<file path="config.mk">
export PLATFORM = sky130hd
export DESIGN_NAME = vnhs_apb
export DESIGN_NICKNAME = d
export VERILOG_FILES = /design/src/rtl/vnhs_pkg.sv /design/src/rtl/vnhs_apb.sv
export SDC_FILE = /design/constraint.sdc
export NUM_CORES = 1
export LEC_CHECK = 0
export ABC_AREA = 1
export ABC_CLOCK_PERIOD_IN_PS = 800
export BUFFER_PORTS_ARGS = -buffer_cell sky130_fd_sc_hd__buf_4
export CAP_MARGIN = 15
export CORE_ASPECT_RATIO = 1.25
export CORE_MARGIN = 2
export CORE_UTILIZATION = 30
export CTS_CLUSTER_DIAMETER = 40
export DETAILED_ROUTE_END_ITERATION = 7
export GPL_TIMING_DRIVEN = 1
export PLACE_DENSITY = 0.75
export SLEW_MARGIN = 10
export SYNTH_ARGS = -nofsm -noshare
export SYNTH_HDL_FRONTEND = slang
export SYNTH_SLANG_ARGS = --single-unit
</file>
<file path="constraint.sdc">
create_clock -name clk -period 0.8 [get_ports clk]
set_clock_uncertainty 0.15 [all_clocks]
set_input_delay 0.08 -clock clk [delete_from_list [all_inputs] [get_ports clk]]
set_output_delay 0.08 -clock clk [all_outputs]
set_load 0.02 [all_outputs]
</file>
<file path="src/rtl/vnhs_pkg.sv">
// ----------------------------------------------------------------------------
// vnhs_pkg: shared types and constants of the value noise height sampler
// Widths of the pipeline payloads, the cosine weight table and the hash mix.
// ----------------------------------------------------------------------------
package vnhs_pkg;

	localparam int COORD_BITS  = 24;
	localparam int CELL_BITS   = 3;
	localparam int WGT_W       = 16;
	localparam int LAT_W       = 9;
	localparam int XB_W        = 26;
	localparam int ZB_W        = 42;
	localparam int SC_W        = 55;
	localparam int AMP_W       = 12;
	localparam int HEIGHT_W    = 15;
	localparam int TRUNC_SHIFT = 2 * WGT_W + 6;
	localparam int APB_ADDR_W  = 3;
	localparam int APB_DATA_W  = 32;

	localparam logic [AMP_W-1:0]        AMP_RESET     = 12'd70;
	localparam logic [APB_ADDR_W-3:0]   REG_AMPLITUDE = 1'b0;
	localparam logic [WGT_W:0]          WGT_ONE       = 17'd65536;
	localparam logic signed [LAT_W-1:0] LAT_BIAS      = 9'sd64;

	// (1 - cos(k*pi/8)) / 2 in unsigned Q0.16
	localparam logic [WGT_W-1:0] COS_WEIGHT [8] = '{
		16'd0, 16'd2494, 16'd9598, 16'd20228,
		16'd32768, 16'd45308, 16'd55938, 16'd63042
	};

	typedef struct packed {
		logic [31:0]      cx;
		logic [31:0]      cx1;
		logic [31:0]      cz;
		logic [31:0]      cz1;
		logic [WGT_W-1:0] wx;
		logic [WGT_W-1:0] wz;
	} cell_t;

	typedef struct packed {
		logic [31:0]      mx0;
		logic [31:0]      mx1;
		logic [31:0]      mz0;
		logic [31:0]      mz1;
		logic [WGT_W-1:0] wx;
		logic [WGT_W-1:0] wz;
	} mixed_t;

	typedef struct packed {
		logic [3:0][31:0] h;
		logic [WGT_W-1:0] wx;
		logic [WGT_W-1:0] wz;
	} corner_t;

	typedef struct packed {
		logic signed [XB_W-1:0] i1;
		logic signed [XB_W-1:0] i2;
		logic [WGT_W-1:0]       wz;
	} xblend_t;

	function automatic logic [WGT_W-1:0] weight_of(input logic [CELL_BITS-1:0] frac);
		logic [CELL_BITS+2:0] t;
		// fraction rescaled to a 3-bit table index, up or down
		t = {frac, 3'b000} >> CELL_BITS;
		return COS_WEIGHT[t[2:0]];
	endfunction

	function automatic logic [31:0] mix32(input logic [31:0] v);
		logic [31:0] k;
		k = ~v + (v << 15);
		k = k ^ 32'($signed(k) >>> 12);
		k = k + (k << 2);
		k = k ^ 32'($signed(k) >>> 4);
		k = k << 11;
		k = k ^ 32'($signed(k) >>> 16);
		return k;
	endfunction

	function automatic logic signed [LAT_W-1:0] lattice(input logic [31:0] h);
		logic [31:0]             mag;
		logic signed [LAT_W-1:0] rem;
		// truncating remainder keeps the sign of the hash
		mag = h[31] ? (32'd0 - h) : h;
		rem = $signed({2'b00, mag[6:0]});
		if (h[31]) begin
			rem = -rem;
		end
		return rem - LAT_BIAS;
	endfunction

endpackage

</file>
<file path="src/rtl/vnhs_apb.sv">
// ----------------------------------------------------------------------------
// vnhs_apb: configuration register port
// Holds the amplitude register behind a zero wait state APB-style slave.
// ----------------------------------------------------------------------------
module vnhs_apb (
	input  logic                                clk,
	input  logic                                arst_n,
	input  logic                                psel,
	input  logic                                penable,
	input  logic                                pwrite,
	input  logic [vnhs_pkg::APB_ADDR_W-1:0]     paddr,
	input  logic [vnhs_pkg::APB_DATA_W-1:0]     pwdata,
	output logic [vnhs_pkg::APB_DATA_W-1:0]     prdata,
	output logic                                pready,
	output logic [vnhs_pkg::AMP_W-1:0]          amplitude
);

	logic [vnhs_pkg::AMP_W-1:0] amplitude_q;
	logic                       hit;

	assign pready    = 1'b1;
	assign hit       = (paddr[vnhs_pkg::APB_ADDR_W-1:2] == vnhs_pkg::REG_AMPLITUDE);
	assign amplitude = amplitude_q;

	always_ff @(posedge clk or negedge arst_n) begin
		if (!arst_n) begin
			amplitude_q <= vnhs_pkg::AMP_RESET;
		end else if (psel && penable && pwrite && pready && hit) begin
			amplitude_q <= pwdata[vnhs_pkg::AMP_W-1:0];
		end
	end

	always_comb begin
		prdata = '0;
		if (hit) begin
			prdata = {{(vnhs_pkg::APB_DATA_W - vnhs_pkg::AMP_W){1'b0}}, amplitude_q};
		end
	end

endmodule

</file>
# Word-level counts from Yosys, hierarchy flattened
# Index checks and enable logic that the tools add are counted.
[classes] mux=1 bitwise_logic=1 reduce_logical=3
[ops] op="2-to-1 mux 12 bit" n=1
[ops] op="logical AND 1 bit" n=3
[ops] op="NOT 1 bit" n=1
[totals] regBits=12 out_inout_bits=45

# Longest topological paths before layout
[logic_depth] ltp_word=3 ltp_mapped=6 depth_no_buf=5

# Worst setup path after synthesis
# No wires, ideal clock.
[synth_timing] path_type="register to output" start="register amplitude_q, in the netlist amplitude[1]" end="output port prdata[1] (netlist name)" t_arrival_ns=0.910 required_time_ns=0.570 path_slack_ns=-0.340 path_stages_with_launch=3 cell_sequence="dfstp_2 inv_1 nor2_1"
[synth_via] elab_chain_len=1
[synth_lines] item="start: declaration" line_no="vnhs_apb.sv:18" source="logic [vnhs_pkg::AMP_W-1:0] amplitude_q;"
[synth_lines] item="start signal: assignment" line_no="vnhs_apb.sv:27" source="amplitude_q <= vnhs_pkg::AMP_RESET;"
[synth_lines] item="start signal: assignment" line_no="vnhs_apb.sv:29" source="amplitude_q <= pwdata[vnhs_pkg::AMP_W-1:0];"
[synth_lines] item="2-to-1 mux 12 bit" line_no="vnhs_apb.sv:35" source="if (hit) begin"
[synth_lines] item="end: declaration" line_no="vnhs_apb.sv:13" source="output logic [vnhs_pkg::APB_DATA_W-1:0] prdata,"
# No other way between the ends.

# Final worst setup path
[layout_timing] start="register amplitude_q, in the netlist amplitude[2]" end="output port prdata[2] (netlist name)"
# Same word-level chain as after synthesis.

==> results summary <==
The worst-case vdd ir drop is 0.684 mV. The ratio of routed vias to standard cells came out at 3.97. The first-pass GRT wire length came out at 3110 um.

The floorplan die width is 49.2 um. Yosys attributes the largest share of cell area to sky130_fd_sc_hd__dfrtp_1, sky130_fd_sc_hd__buf_4, sky130_fd_sc_hd__nand2_1, sky130_fd_sc_hd__dfstp_2, sky130_fd_sc_hd__nand3_1. Setup violations remaining at the end of the flow were counted as 30. The combined area of all synthesized cells is 767 sq um. In this run the number of H-tree levels came out at 1. At the worst endpoint, the required time is 0.57 ns. CTS saw 12 sinks. The antenna violation net count after detailed routing is 0. Synthesis produced 104 cells. The floorplan core area came out at 2430 sq um. In the final routed layout, each cell accounts on average for 11.3 um. The number of vias in the routed layout is 727.

The number of endpoints with negative hold slack in the final report came out at 12. The worst min-delay path class is input pin to flop. During synthesis, Yosys emitted a total of 0 warnings. The final reports fail on hold timing, setup timing. The synthesized flop and latch total came out at 12.

The run finished, with violations left. For this run, the total global-route usage over all layers was measured as 0.138. The worst path setup slack after routing came out at -0.498 ns. The clock tree from TritonCTS is built. The maximum number of pins on one net before global-route repair is 13. The worst path in the final design needs a cycle of 1.30 ns, including I/O delays and setup. By startpoint and endpoint, the worst setup path is classified as flop to output pin. The post-CTS clock slew at the launch and capture registers of the worst setup and hold paths is 0.08 ns. The number of design-rule violations left by the first detailed-router iteration is 10. The share of synthesized area in the top cell type comes to 0.294. In this run the power density over the cells is 2000 nW/um^2. sky130_fd_sc_hd__dfrtp_1 takes more of the synthesized area than any other cell.

The number of global-route vias before repair is 652. The clock passes through at most 2 buffers. The total I/O pin count is 85.

The library cells used most frequently in the layout, excluding fill and tap cells, are sky130_fd_sc_hd__nand2_1, sky130_fd_sc_hd__buf_4, sky130_fd_sc_hd__buf_6. Yosys mapped the design onto 12 distinct sky130hd cell types. The clock insertion delay at the later pin of the skew report is 0.26 ns. The worst hold slack is -0.119 ns. The remaining global-route overflow is 0. The routability congestion estimate from global placement is 0.657.

Of the available clock period, the critical path in the final layout requires 1.62. The number of I/O port buffers came out at 41. The length of the first detailed-routing pass in iterations came out at 4. The flip-flop count of the largest register after layout came out at 12.

The number of rows in the core area came out at 20. The initial antenna violation count is 0. The total wirelength of the detailed-routed design came out at 2070 um.

The clock buffer count from CTS is 3. The total count of max-transition violations in the final report was 0. Clock tree synthesis selected as its root buffer the cell sky130_fd_sc_hd__clkbuf_4. The type of element launching the critical path is a flop. The height of the die came out at 60.5 um.

The number of violations of the max-capacitance limit is 0. The largest driver fanout on the critical path came out at 2. The final-stage net count came out at 191.

The average cell area after synthesis came out at 7.37 sq um. The initial utilization of the core area, before any placement, comes to 0.316. The count of hold-fix buffers inserted at cts came out at 1. The data arrival time at the worst-slack endpoint came out at 1.07 ns. STA classifies the critical path endpoint as an output pin. The total power after layout came out at 2.56 mW. The detailed placer's ending HPWL is 1370 um. The leakage power summed over all cells is 0.667 nW. The share of post-route cells with drive strength above 1 is 0.600.

The pre-CTS setup slack came out at -0.219 ns. The relative area change from synthesis to final layout is 67.2%. The total die area came out at 2980 sq um.

The sequential share of the synthesized area is 0.396. For this run, the top clock speed supported by timing is 770 MHz. Setup repair after global routing could not meet its margin everywhere. The count of antenna diodes in the layout came out at 0. The final routed DRC violation total is 0.
final timing paths:
kind	from	end	slack [ns]	depth (start not counted)
worst min register to register	amplitude[6]	amplitude[6]	0.33	2
worst max register to register	amplitude[1]	amplitude[1]	-0.17	3
worst max-delay path	amplitude[2]	prdata[2]	-0.50	3
worst min-delay path	pwdata[6]	amplitude[6]	-0.12	3
min in group asynchronous	arst_n	amplitude[4]	0.05	2
max in group asynchronous	arst_n	amplitude[1]	0.21	2
kinds of logic (layout without fill, tap and decap cells):
kind of cell           after synthesis  count (layout)  synth area share
buffers and inverters               39              66             0.312
DFF                                 12              12             0.396
other                                2              21           0.00979
and+or+nand+nor                     51              51             0.282
metal layers:
metal	track usage	vias to the layer above	share of wire
li1	-	358	-
met1	0.135	325	0.33
met2	0.278	42	0.58
met3	0.0394	2	0.090
met4	0.0490	0	0.0043
met5	0	-	0
where the power goes:
| part | internal (mW) | total [mW] | leakage, nW | switching, mW |
|---|---|---|---|---|
| combinational | 0.535 | 1.21 | 0.513 | 0.679 |
| sequential | 0.759 | 0.880 | 0.133 | 0.121 |
| clock | 0.276 | 0.468 | 0.0210 | 0.192 |
| total | 1.57 | 2.56 | 0.667 | 0.992 |
cells in the mapped netlist (all sizes together):
cell	count
nand2	26
buf	25
inv	14
nor2	13
nand3	12
dfrtp	9
dfstp	3
conb	2
critical path, stage by stage, from the launching register on:
cell and delay, ns:
sky130_fd_sc_hd__dfstp_2 0.54, sky130_fd_sc_hd__inv_2 0.05, sky130_fd_sc_hd__nor2_4 0.09, sky130_fd_sc_hd__buf_6 0.12
repair_timing:
item	CTS	global route
setup buffers	1	1
setup endpoints to repair	28	36
resized for setup	34	2
hold endpoints to repair	24	12
cloned	0	0
pin swaps	1	5
layout make-up:
cell class	count	area, sq um
clock buffers	4	36.3
fillers	218	1140
inverters	14	52.6
multi-input cells	72	388
flip-flops and latches	12	315
well taps	33	41.3
repair buffers	48	449
metrics by stage:
stage           util  area [sq um]  instances  TNS [ns]
6_report       0.528          1280        183     -8.78
5_1_grt        0.528          1280        183    -10.00
4_1_cts        0.523          1270        182     -8.72
3_5_place_dp   0.466          1130        176     -3.22
3_3_place_gp   0.466          1130        176     -2.95
2_1_floorplan      -           940        123     -1.51
Power figures use the tool's default switching activity.
