**config.mk**
```make
export PLATFORM = sky130hd
export DESIGN_NAME = vnhs_hash_flat
export DESIGN_NICKNAME = d
export VERILOG_FILES = /design/src/rtl/vnhs_pkg.sv /design/src/rtl/vnhs_if.sv /design/src/rtl/vnhs_hash.sv /design/src/flat_wrapper.sv
export SDC_FILE = /design/constraint.sdc
export NUM_CORES = 1
export LEC_CHECK = 0
export ABC_AREA = 0
export BUFFER_PORTS_ARGS = -buffer_cell sky130_fd_sc_hd__buf_4
export CAP_MARGIN = 40
export CORE_MARGIN = 2
export CORE_UTILIZATION = 30
export CTS_CLUSTER_SIZE = 30
export DETAILED_ROUTE_END_ITERATION = 6
export MAX_ROUTING_LAYER = met4
export PLACE_DENSITY = 0.51
export SYNTH_ARGS = -nofsm -noshare
export SYNTH_HDL_FRONTEND = slang
export SYNTH_SLANG_ARGS = --single-unit
```
**constraint.sdc**
```tcl
create_clock -name clk -period 13.8 [get_ports clk]
set_clock_uncertainty 0.05 [all_clocks]
set_input_delay 2.76 -clock clk [delete_from_list [all_inputs] [get_ports clk]]
set_output_delay 2.76 -clock clk [all_outputs]
set_load 0.02 [all_outputs]
```
**src/rtl/vnhs_pkg.sv**
```systemverilog
// ----------------------------------------------------------------------------
// vnhs_pkg: shared types and constants of the value noise height sampler
// Widths of the pipeline payloads, the cosine weight table and the hash mix.
// ----------------------------------------------------------------------------
package vnhs_pkg;

	localparam int COORD_BITS  = 24;
	localparam int CELL_BITS   = 3;
	localparam int WGT_W       = 16;
	localparam int LAT_W       = 9;
	localparam int XB_W        = 26;
	localparam int ZB_W        = 42;
	localparam int SC_W        = 55;
	localparam int AMP_W       = 12;
	localparam int HEIGHT_W    = 15;
	localparam int TRUNC_SHIFT = 2 * WGT_W + 6;
	localparam int APB_ADDR_W  = 3;
	localparam int APB_DATA_W  = 32;

	localparam logic [AMP_W-1:0]        AMP_RESET     = 12'd70;
	localparam logic [APB_ADDR_W-3:0]   REG_AMPLITUDE = 1'b0;
	localparam logic [WGT_W:0]          WGT_ONE       = 17'd65536;
	localparam logic signed [LAT_W-1:0] LAT_BIAS      = 9'sd64;

	// (1 - cos(k*pi/8)) / 2 in unsigned Q0.16
	localparam logic [WGT_W-1:0] COS_WEIGHT [8] = '{
		16'd0, 16'd2494, 16'd9598, 16'd20228,
		16'd32768, 16'd45308, 16'd55938, 16'd63042
	};

	typedef struct packed {
		logic [31:0]      cx;
		logic [31:0]      cx1;
		logic [31:0]      cz;
		logic [31:0]      cz1;
		logic [WGT_W-1:0] wx;
		logic [WGT_W-1:0] wz;
	} cell_t;

	typedef struct packed {
		logic [31:0]      mx0;
		logic [31:0]      mx1;
		logic [31:0]      mz0;
		logic [31:0]      mz1;
		logic [WGT_W-1:0] wx;
		logic [WGT_W-1:0] wz;
	} mixed_t;

	typedef struct packed {
		logic [3:0][31:0] h;
		logic [WGT_W-1:0] wx;
		logic [WGT_W-1:0] wz;
	} corner_t;

	typedef struct packed {
		logic signed [XB_W-1:0] i1;
		logic signed [XB_W-1:0] i2;
		logic [WGT_W-1:0]       wz;
	} xblend_t;

	function automatic logic [WGT_W-1:0] weight_of(input logic [CELL_BITS-1:0] frac);
		logic [CELL_BITS+2:0] t;
		// fraction rescaled to a 3-bit table index, up or down
		t = {frac, 3'b000} >> CELL_BITS;
		return COS_WEIGHT[t[2:0]];
	endfunction

	function automatic logic [31:0] mix32(input logic [31:0] v);
		logic [31:0] k;
		k = ~v + (v << 15);
		k = k ^ 32'($signed(k) >>> 12);
		k = k + (k << 2);
		k = k ^ 32'($signed(k) >>> 4);
		k = k << 11;
		k = k ^ 32'($signed(k) >>> 16);
		return k;
	endfunction

	function automatic logic signed [LAT_W-1:0] lattice(input logic [31:0] h);
		logic [31:0]             mag;
		logic signed [LAT_W-1:0] rem;
		// truncating remainder keeps the sign of the hash
		mag = h[31] ? (32'd0 - h) : h;
		rem = $signed({2'b00, mag[6:0]});
		if (h[31]) begin
			rem = -rem;
		end
		return rem - LAT_BIAS;
	endfunction

endpackage

```
**src/rtl/vnhs_if.sv**
```systemverilog
// ----------------------------------------------------------------------------
// vnhs_if: stream channels of the height sampler
// Coordinate channel in, height channel out, both valid/ready.
// ----------------------------------------------------------------------------
interface vnhs_coord_if;
	logic                                     valid;
	logic                                     ready;
	logic signed [vnhs_pkg::COORD_BITS-1:0]   coord_x;
	logic signed [vnhs_pkg::COORD_BITS-1:0]   coord_z;

	modport source (output valid, output coord_x, output coord_z, input ready);
	modport sink (input valid, input coord_x, input coord_z, output ready);
endinterface


```
**src/rtl/vnhs_hash.sv**
```systemverilog
// ----------------------------------------------------------------------------
// vnhs_hash: cell split and corner hashing, three stages
// s1 splits the coordinates, s2 mixes the cell indexes, s3 hashes corners.
// ----------------------------------------------------------------------------
module vnhs_hash (
	input  logic              clk,
	input  logic              arst_n,
	vnhs_coord_if.sink        coord,
	output logic              out_valid,
	input  logic              out_ready,
	output vnhs_pkg::corner_t out_data
);

	logic vld_s1, vld_s2, vld_s3;
	logic rdy_s1, rdy_s2, rdy_s3;

	vnhs_pkg::cell_t   cell_s1;
	vnhs_pkg::mixed_t  mix_s2;
	vnhs_pkg::corner_t hash_s3;

	vnhs_pkg::cell_t   cell_d;
	vnhs_pkg::mixed_t  mix_d;
	vnhs_pkg::corner_t hash_d;

	logic [31:0] x32, z32;

	// a stage takes a new transfer when empty or when it empties itself
	assign rdy_s3      = !vld_s3 || out_ready;
	assign rdy_s2      = !vld_s2 || rdy_s3;
	assign rdy_s1      = !vld_s1 || rdy_s2;
	assign coord.ready = rdy_s1;

	always_comb begin
		x32 = {{(32 - vnhs_pkg::COORD_BITS){coord.coord_x[vnhs_pkg::COORD_BITS-1]}},
			coord.coord_x};
		z32 = {{(32 - vnhs_pkg::COORD_BITS){coord.coord_z[vnhs_pkg::COORD_BITS-1]}},
			coord.coord_z};
		cell_d.cx  = 32'($signed(x32) >>> vnhs_pkg::CELL_BITS);
		cell_d.cz  = 32'($signed(z32) >>> vnhs_pkg::CELL_BITS);
		cell_d.cx1 = cell_d.cx + 32'd1;
		cell_d.cz1 = cell_d.cz + 32'd1;
		cell_d.wx  = vnhs_pkg::weight_of(x32[vnhs_pkg::CELL_BITS-1:0]);
		cell_d.wz  = vnhs_pkg::weight_of(z32[vnhs_pkg::CELL_BITS-1:0]);
	end

	always_comb begin
		mix_d.mx0 = vnhs_pkg::mix32(cell_s1.cx);
		mix_d.mx1 = vnhs_pkg::mix32(cell_s1.cx1);
		mix_d.mz0 = vnhs_pkg::mix32(cell_s1.cz);
		mix_d.mz1 = vnhs_pkg::mix32(cell_s1.cz1);
		mix_d.wx  = cell_s1.wx;
		mix_d.wz  = cell_s1.wz;
	end

	// corner order: (x,z) (x+1,z) (x,z+1) (x+1,z+1)
	always_comb begin
		hash_d.h[0] = vnhs_pkg::mix32(mix_s2.mx0 ^ (mix_s2.mz0 << 2));
		hash_d.h[1] = vnhs_pkg::mix32(mix_s2.mx1 ^ (mix_s2.mz0 << 2));
		hash_d.h[2] = vnhs_pkg::mix32(mix_s2.mx0 ^ (mix_s2.mz1 << 2));
		hash_d.h[3] = vnhs_pkg::mix32(mix_s2.mx1 ^ (mix_s2.mz1 << 2));
		hash_d.wx   = mix_s2.wx;
		hash_d.wz   = mix_s2.wz;
	end

	always_ff @(posedge clk or negedge arst_n) begin
		if (!arst_n) begin
			vld_s1 <= 1'b0;
			vld_s2 <= 1'b0;
			vld_s3 <= 1'b0;
		end else begin
			if (rdy_s1) begin
				vld_s1 <= coord.valid;
			end
			if (rdy_s2) begin
				vld_s2 <= vld_s1;
			end
			if (rdy_s3) begin
				vld_s3 <= vld_s2;
			end
		end
	end

	always_ff @(posedge clk) begin
		if (rdy_s1 && coord.valid) begin
			cell_s1 <= cell_d;
		end
		if (rdy_s2 && vld_s1) begin
			mix_s2 <= mix_d;
		end
		if (rdy_s3 && vld_s2) begin
			hash_s3 <= hash_d;
		end
	end

	assign out_valid = vld_s3;
	assign out_data  = hash_s3;

endmodule

```
**src/flat_wrapper.sv**
```systemverilog
// flat-port wrapper written by rule: the top's interface ports become plain ports
module vnhs_hash_flat 
  (clk, arst_n, out_valid, out_ready, out_data, coord_valid, coord_coord_x, coord_coord_z, coord_ready);
  vnhs_coord_if coord_i ();
  input  logic clk;
  input  logic arst_n;
  output logic out_valid;
  input  logic out_ready;
  output vnhs_pkg::corner_t out_data;
  input wire logic [$bits(coord_i.valid)-1:0] coord_valid;
  input wire logic [$bits(coord_i.coord_x)-1:0] coord_coord_x;
  input wire logic [$bits(coord_i.coord_z)-1:0] coord_coord_z;
  output wire logic [$bits(coord_i.ready)-1:0] coord_ready;
  assign coord_i.valid = coord_valid;
  assign coord_i.coord_x = coord_coord_x;
  assign coord_i.coord_z = coord_coord_z;
  assign coord_ready = coord_i.ready;
  vnhs_hash u_core (.clk(clk), .arst_n(arst_n), .coord(coord_i), .out_valid(out_valid), .out_ready(out_ready), .out_data(out_data));
endmodule
```
=== Word level (Yosys, flattened, before mapping) ===
Memory sizes are Yosys's and may differ from the RTL's. A register that Yosys moved wholly into a read port is not among the register bits.
Index checks and enable logic that the tools add are counted.

* $add $sub $neg: 18
* Bitwise operators: 38
* Reduce and logical (&&, ||, !) cells: 9

{| class="wikitable"
|+ Operators with widths
! cell !! number
|-
| XOR 32 bit || 10
|-
| adder 32 bit || 8
|-
| NOT 32 bit || 8
|-
| adder 25 bit || 8
|-
| XOR 25 bit || 8
|-
| XOR 21 bit || 8
|-
| XOR 30 bit || 2
|-
| adder 21 x 2 -> 22 bit, second input constant || 2
|-
| NOT 3 -> 4 bit || 2
|-
| logical AND 1 bit || 3
|-
| zero test 1 bit || 3
|-
| logical OR 1 bit || 3
|}

* Bits in registers: 425
* Bits in read-only memories: 256
* Bits of input ports: 52
* Output and inout port bits: 162
* Logic and storage cells: 86
* Memories kept: 2

{| class="wikitable"
|+ Memory list
! memory !! depth !! bits a word !! rd ports !! clocked after Yosys merged registers in !! write ports !! line !! source
|-
| (no name shown) || 8 || 16 || 1 || 1 || 0 || vnhs_pkg.sv:65 || <nowiki>return COS_WEIGHT[t[2:0]];</nowiki>
|-
| (no name shown) || 8 || 16 || 1 || 1 || 0 || vnhs_pkg.sv:65 ||
|}

=== Logic depth before layout (Yosys ltp) ===
* Depth in word-level cells: 7
* Depth in mapped cells: 27

=== Worst setup path before layout ===
Ideal clock, no wire load.

* Path kind: in2reg
* From: input port out_ready
* To: register u_core.hash_s3 (netlist bit u_core.out_data[100]) (enable)
* Arrival time: 6.211 ns
* Setup slack: 7.016 ns
* Stages: 2
* Cell sequence: nand2b_1 -> and2_1

* Cells in the longest elaborated chain, start to end: 2

{| class="wikitable"
|+ RTL lines
! what !! line !! source
|-
| start: declaration || flat_wrapper.sv:8 || <nowiki>input logic out_ready;</nowiki>
|-
| logical OR 1 bit || vnhs_hash.sv:28 || <nowiki>assign rdy_s3 = !vld_s3 || out_ready;</nowiki>
|-
| logical AND 1 bit || vnhs_hash.sv:90 || <nowiki>if (rdy_s3 && vld_s2) begin</nowiki>
|-
| end signal: assignment || vnhs_hash.sv:91 || <nowiki>hash_s3 <= hash_d;</nowiki>
|-
| end: declaration || vnhs_hash.sv:19 || <nowiki>vnhs_pkg::corner_t hash_s3;</nowiki>
|}

Every way passes these cells.
A chain may end at the register's enable or synchronous reset.

==> impl_metrics.ini <==
[synthesis]
syn_area_per_cell_um2 = 10.1
yosysSeqAreaShare_pct = 33.3
ys_ff_latch = 401
synth_ff_type = edfxtp_1
synth_cells = 3589
yosys_warnings = 0
synth.distinct_cells = 125
synth_edf_count = 398
syn_area_mm2 = 0.0361
async_reset_ff_share_pct = 0.748

[layout]
drive_gt1_share_pct = 11.4
final_area_mm2 = 0.0412
fillCellCount = 12100
area_growth_pct = 14.0
final_common_cell = xnor2_1
antennaDiodeCount = 0
layout_common_cells = xnor2_1 (645), edfxtp_1 (398), xor2_1 (309)
fin_nets = 4152

[floorplan]
dieArea_mm2 = 0.123
core_mm2 = 0.120
rows = 127
pin_count = 214
fp.dieH_um = 351
start_util_pct = 30.2
die_w_um = 351

[global_routing]
grt_pass1_vias = 25600
grt-ovfl-total = 0
antenna_found_initial = 0
grt_max_degree = 66
grt.total_usage_pct = 15.6
grt_pass1_wl_um = 147000

[sta]
max-slew-margin-rel_pct = 34.9
fmaxAchievable_ghz = 0.151
slew_violations = 0
worst_slew_pin_slew_ns = 0.969
min_period_ns = 6.64
post-route-period-util_pct = 48.1
grt_setup_unrepaired = no
setup_viol = 0
timing.hold.ws_ns = 0.352
hold_viol = 0
tns_ns = 0

[min_path]
worstHoldStart = u_core.cell_s1[2]$_DFFE_PP_
whs_endpoint = u_core.hash_d[2]$_DFFE_PP_
holdPathStages = 0
hp-class = reg2reg

[clocking]
hold_buffers = 0
cts_setup_buffers = 0
clk_latency_ns = 0.64
h-tree-depth = 2
cts_root_buf = clkbuf_16
tritoncts = done
path_clk_slew_ns = 0.07
ctsResizeCount = 0
numCtsBuffers = 47
cts_sinks = 401
cts_buffer_depth = 3

[critical_path]
cp_common_cell = a21oi_1
cp_max_fo = 11
start_kind = register
cp.arrival_ns = 6.95
slowest_stage = xnor2_1
worst-setup-path-type = reg2reg
cpLargestDelayFamily = compound AO/OA/AOI/OAI gates
critical_path_buf_inv_count = 3
rr_worst_depth = 25
ff2ff_setup_slack_ns = 7.16
r2r-end = u_core.mix_s2[93]$_DFFE_PP_
max_stage_delay_ns = 0.73
rr_startpoint = u_core.cell_s1[79]$_DFFE_PP_
worstSetupEndpointType = register
cp.required_ns = 14.11

[detailed_routing]
vias_per_cell = 4.86
wirelength_um = 96700
ant_nets = 0
firstDrtPassIters = 5
vias = 26600
detail_route.wl_per_cell_um = 17.7
drt_drc_violations_left = 0
drt_iter0_drc = 1642

[job]
maxCapViolCount = 0

[placed_design]
gp_congestion = 0.891
port_buffers = 207
dpl_cell_area_mm2 = 0.0396
place.detailed.hpwl_um = 79500

[status]
outcome = completed
==> final cells by class <==
class | instances | area (µm²) | area share (%)
multi-input cells | 2941 | 23100 | 56.1
flip-flops and latches | 401 | 12000 | 29.2
well taps | 1612 | 2020 | 4.90
repair buffers | 233 | 1810 | 4.39
clock buffers | 52 | 1190 | 2.90
inverters | 190 | 713 | 1.73
clock inverters | 32 | 314 | 0.763
==> flip-flops by register name, summed over array words and instances (netlist names) <==
signal / flops
u_core.out_data: 146
u_core.mix_s2: 122
u_core.cell_s1: 108
u_core.hash_d: 22
u_core.out_valid: 1
u_core.vld_s1: 1
u_core.vld_s2: 1
==> worst register-to-register path, cell delays in order (launching register included) <==
cell	delay [ns]
edfxtp_1	0.40
inv_1	0.08
ha_1	0.16
inv_1	0.06
fa_1	0.40
nor2b_1	0.11
o21ai_0	0.10
a21boi_0	0.29
o21ai_0	0.18
a21oi_1	0.32
a21oi_1	0.13
o22ai_1	0.19
o41ai_1	0.11
xnor2_1	0.73
xnor2_1	0.16
ha_1	0.46
a21o_1	0.21
a21oi_1	0.08
o21bai_1	0.37
nand3_1	0.17
a21oi_1	0.19
a22oi_1	0.13
a311oi_1	0.64
xnor2_2	0.25
buf_6	0.22
xor2_1	0.17
==> synthesized netlist by cell type (all sizes together), types with 21 or more instances <==
| master | instances | area, µm² |
|---|---|---|
| a211oi | 28 | 240 |
| a21boi | 24 | 180 |
| a21o | 90 | 677 |
| a21oi | 219 | 1100 |
| a31oi | 30 | 224 |
| and2 | 26 | 164 |
| and3 | 39 | 245 |
| buf | 34 | 241 |
| clkbuf | 28 | 105 |
| edfxtp | 398 | 12000 |
| ha | 270 | 3380 |
| inv | 189 | 709 |
| maj3 | 22 | 223 |
| mux2i | 41 | 423 |
| nand2 | 173 | 657 |
| nand2b | 35 | 219 |
| nand3 | 71 | 360 |
| nor2 | 199 | 747 |
| nor2b | 26 | 163 |
| nor3 | 71 | 382 |
| o211ai | 21 | 171 |
| o21a | 22 | 166 |
| o21ai | 171 | 860 |
| o21bai | 22 | 165 |
| o31ai | 22 | 208 |
| or2 | 26 | 163 |
| or3 | 21 | 141 |
| xnor2 | 665 | 6010 |
| xor2 | 329 | 3050 |
==> worst max-delay path by stage <==
stage               slack, ns                    startpoint                             end  depth (start not counted)
global placement         7.03  u_core.cell_s1[79]$_DFFE_PP_     u_core.mix_s2[91]$_DFFE_PP_                         24
detailed placement       7.27  u_core.cell_s1[79]$_DFFE_PP_     u_core.mix_s2[93]$_DFFE_PP_                         25
CTS                      7.23  u_core.cell_s1[79]$_DFFE_PP_     u_core.mix_s2[93]$_DFFE_PP_                         25
floorplan                7.02                     out_ready  u_core.out_data[100]$_DFFE_PP_                          2
global route             6.56  u_core.cell_s1[79]$_DFFE_PP_     u_core.mix_s2[93]$_DFFE_PP_                         25
finish                   7.16  u_core.cell_s1[79]$_DFFE_PP_     u_core.mix_s2[93]$_DFFE_PP_                         25
==> metrics by stage <==
stage,setup slack (ns),std cells,util [%]
after global placement,7.03,5364,33.0
after floorplan,7.02,3594,-
after CTS,7.23,5460,34.4
after detailed placement,7.27,5376,33.1
final,7.16,5461,34.4
after global routing,6.56,5461,34.4
==> cells by family (layout without fill, tap and decap cells) <==
logic type	after synthesis	in the layout	synth area share (%)
XOR/XNOR	1001	1001	25.6
AO/OA/AOI/OAI	821	821	15.5
AND/OR/NAND/NOR	755	755	10.4
flip-flops	401	401	33.3
adder cells (fa/ha/maj)	308	308	10.9
buffers and inverters	252	507	2.93
multiplexers	50	50	1.46
other	1	6	0.0104
==> per-layer routing <==
layer	vias up	part of all wire [%]	GRT usage [%]
met5	-	0	-
met4	0	2.3	3.84
met3	106	4.5	2.25
met2	463	48	25.9
met1	12600	45	20.0
li1	13400	-	-
Power is not shown: default switching activity piles up to over one toggle a cycle in this logic, so the estimate is an artifact.
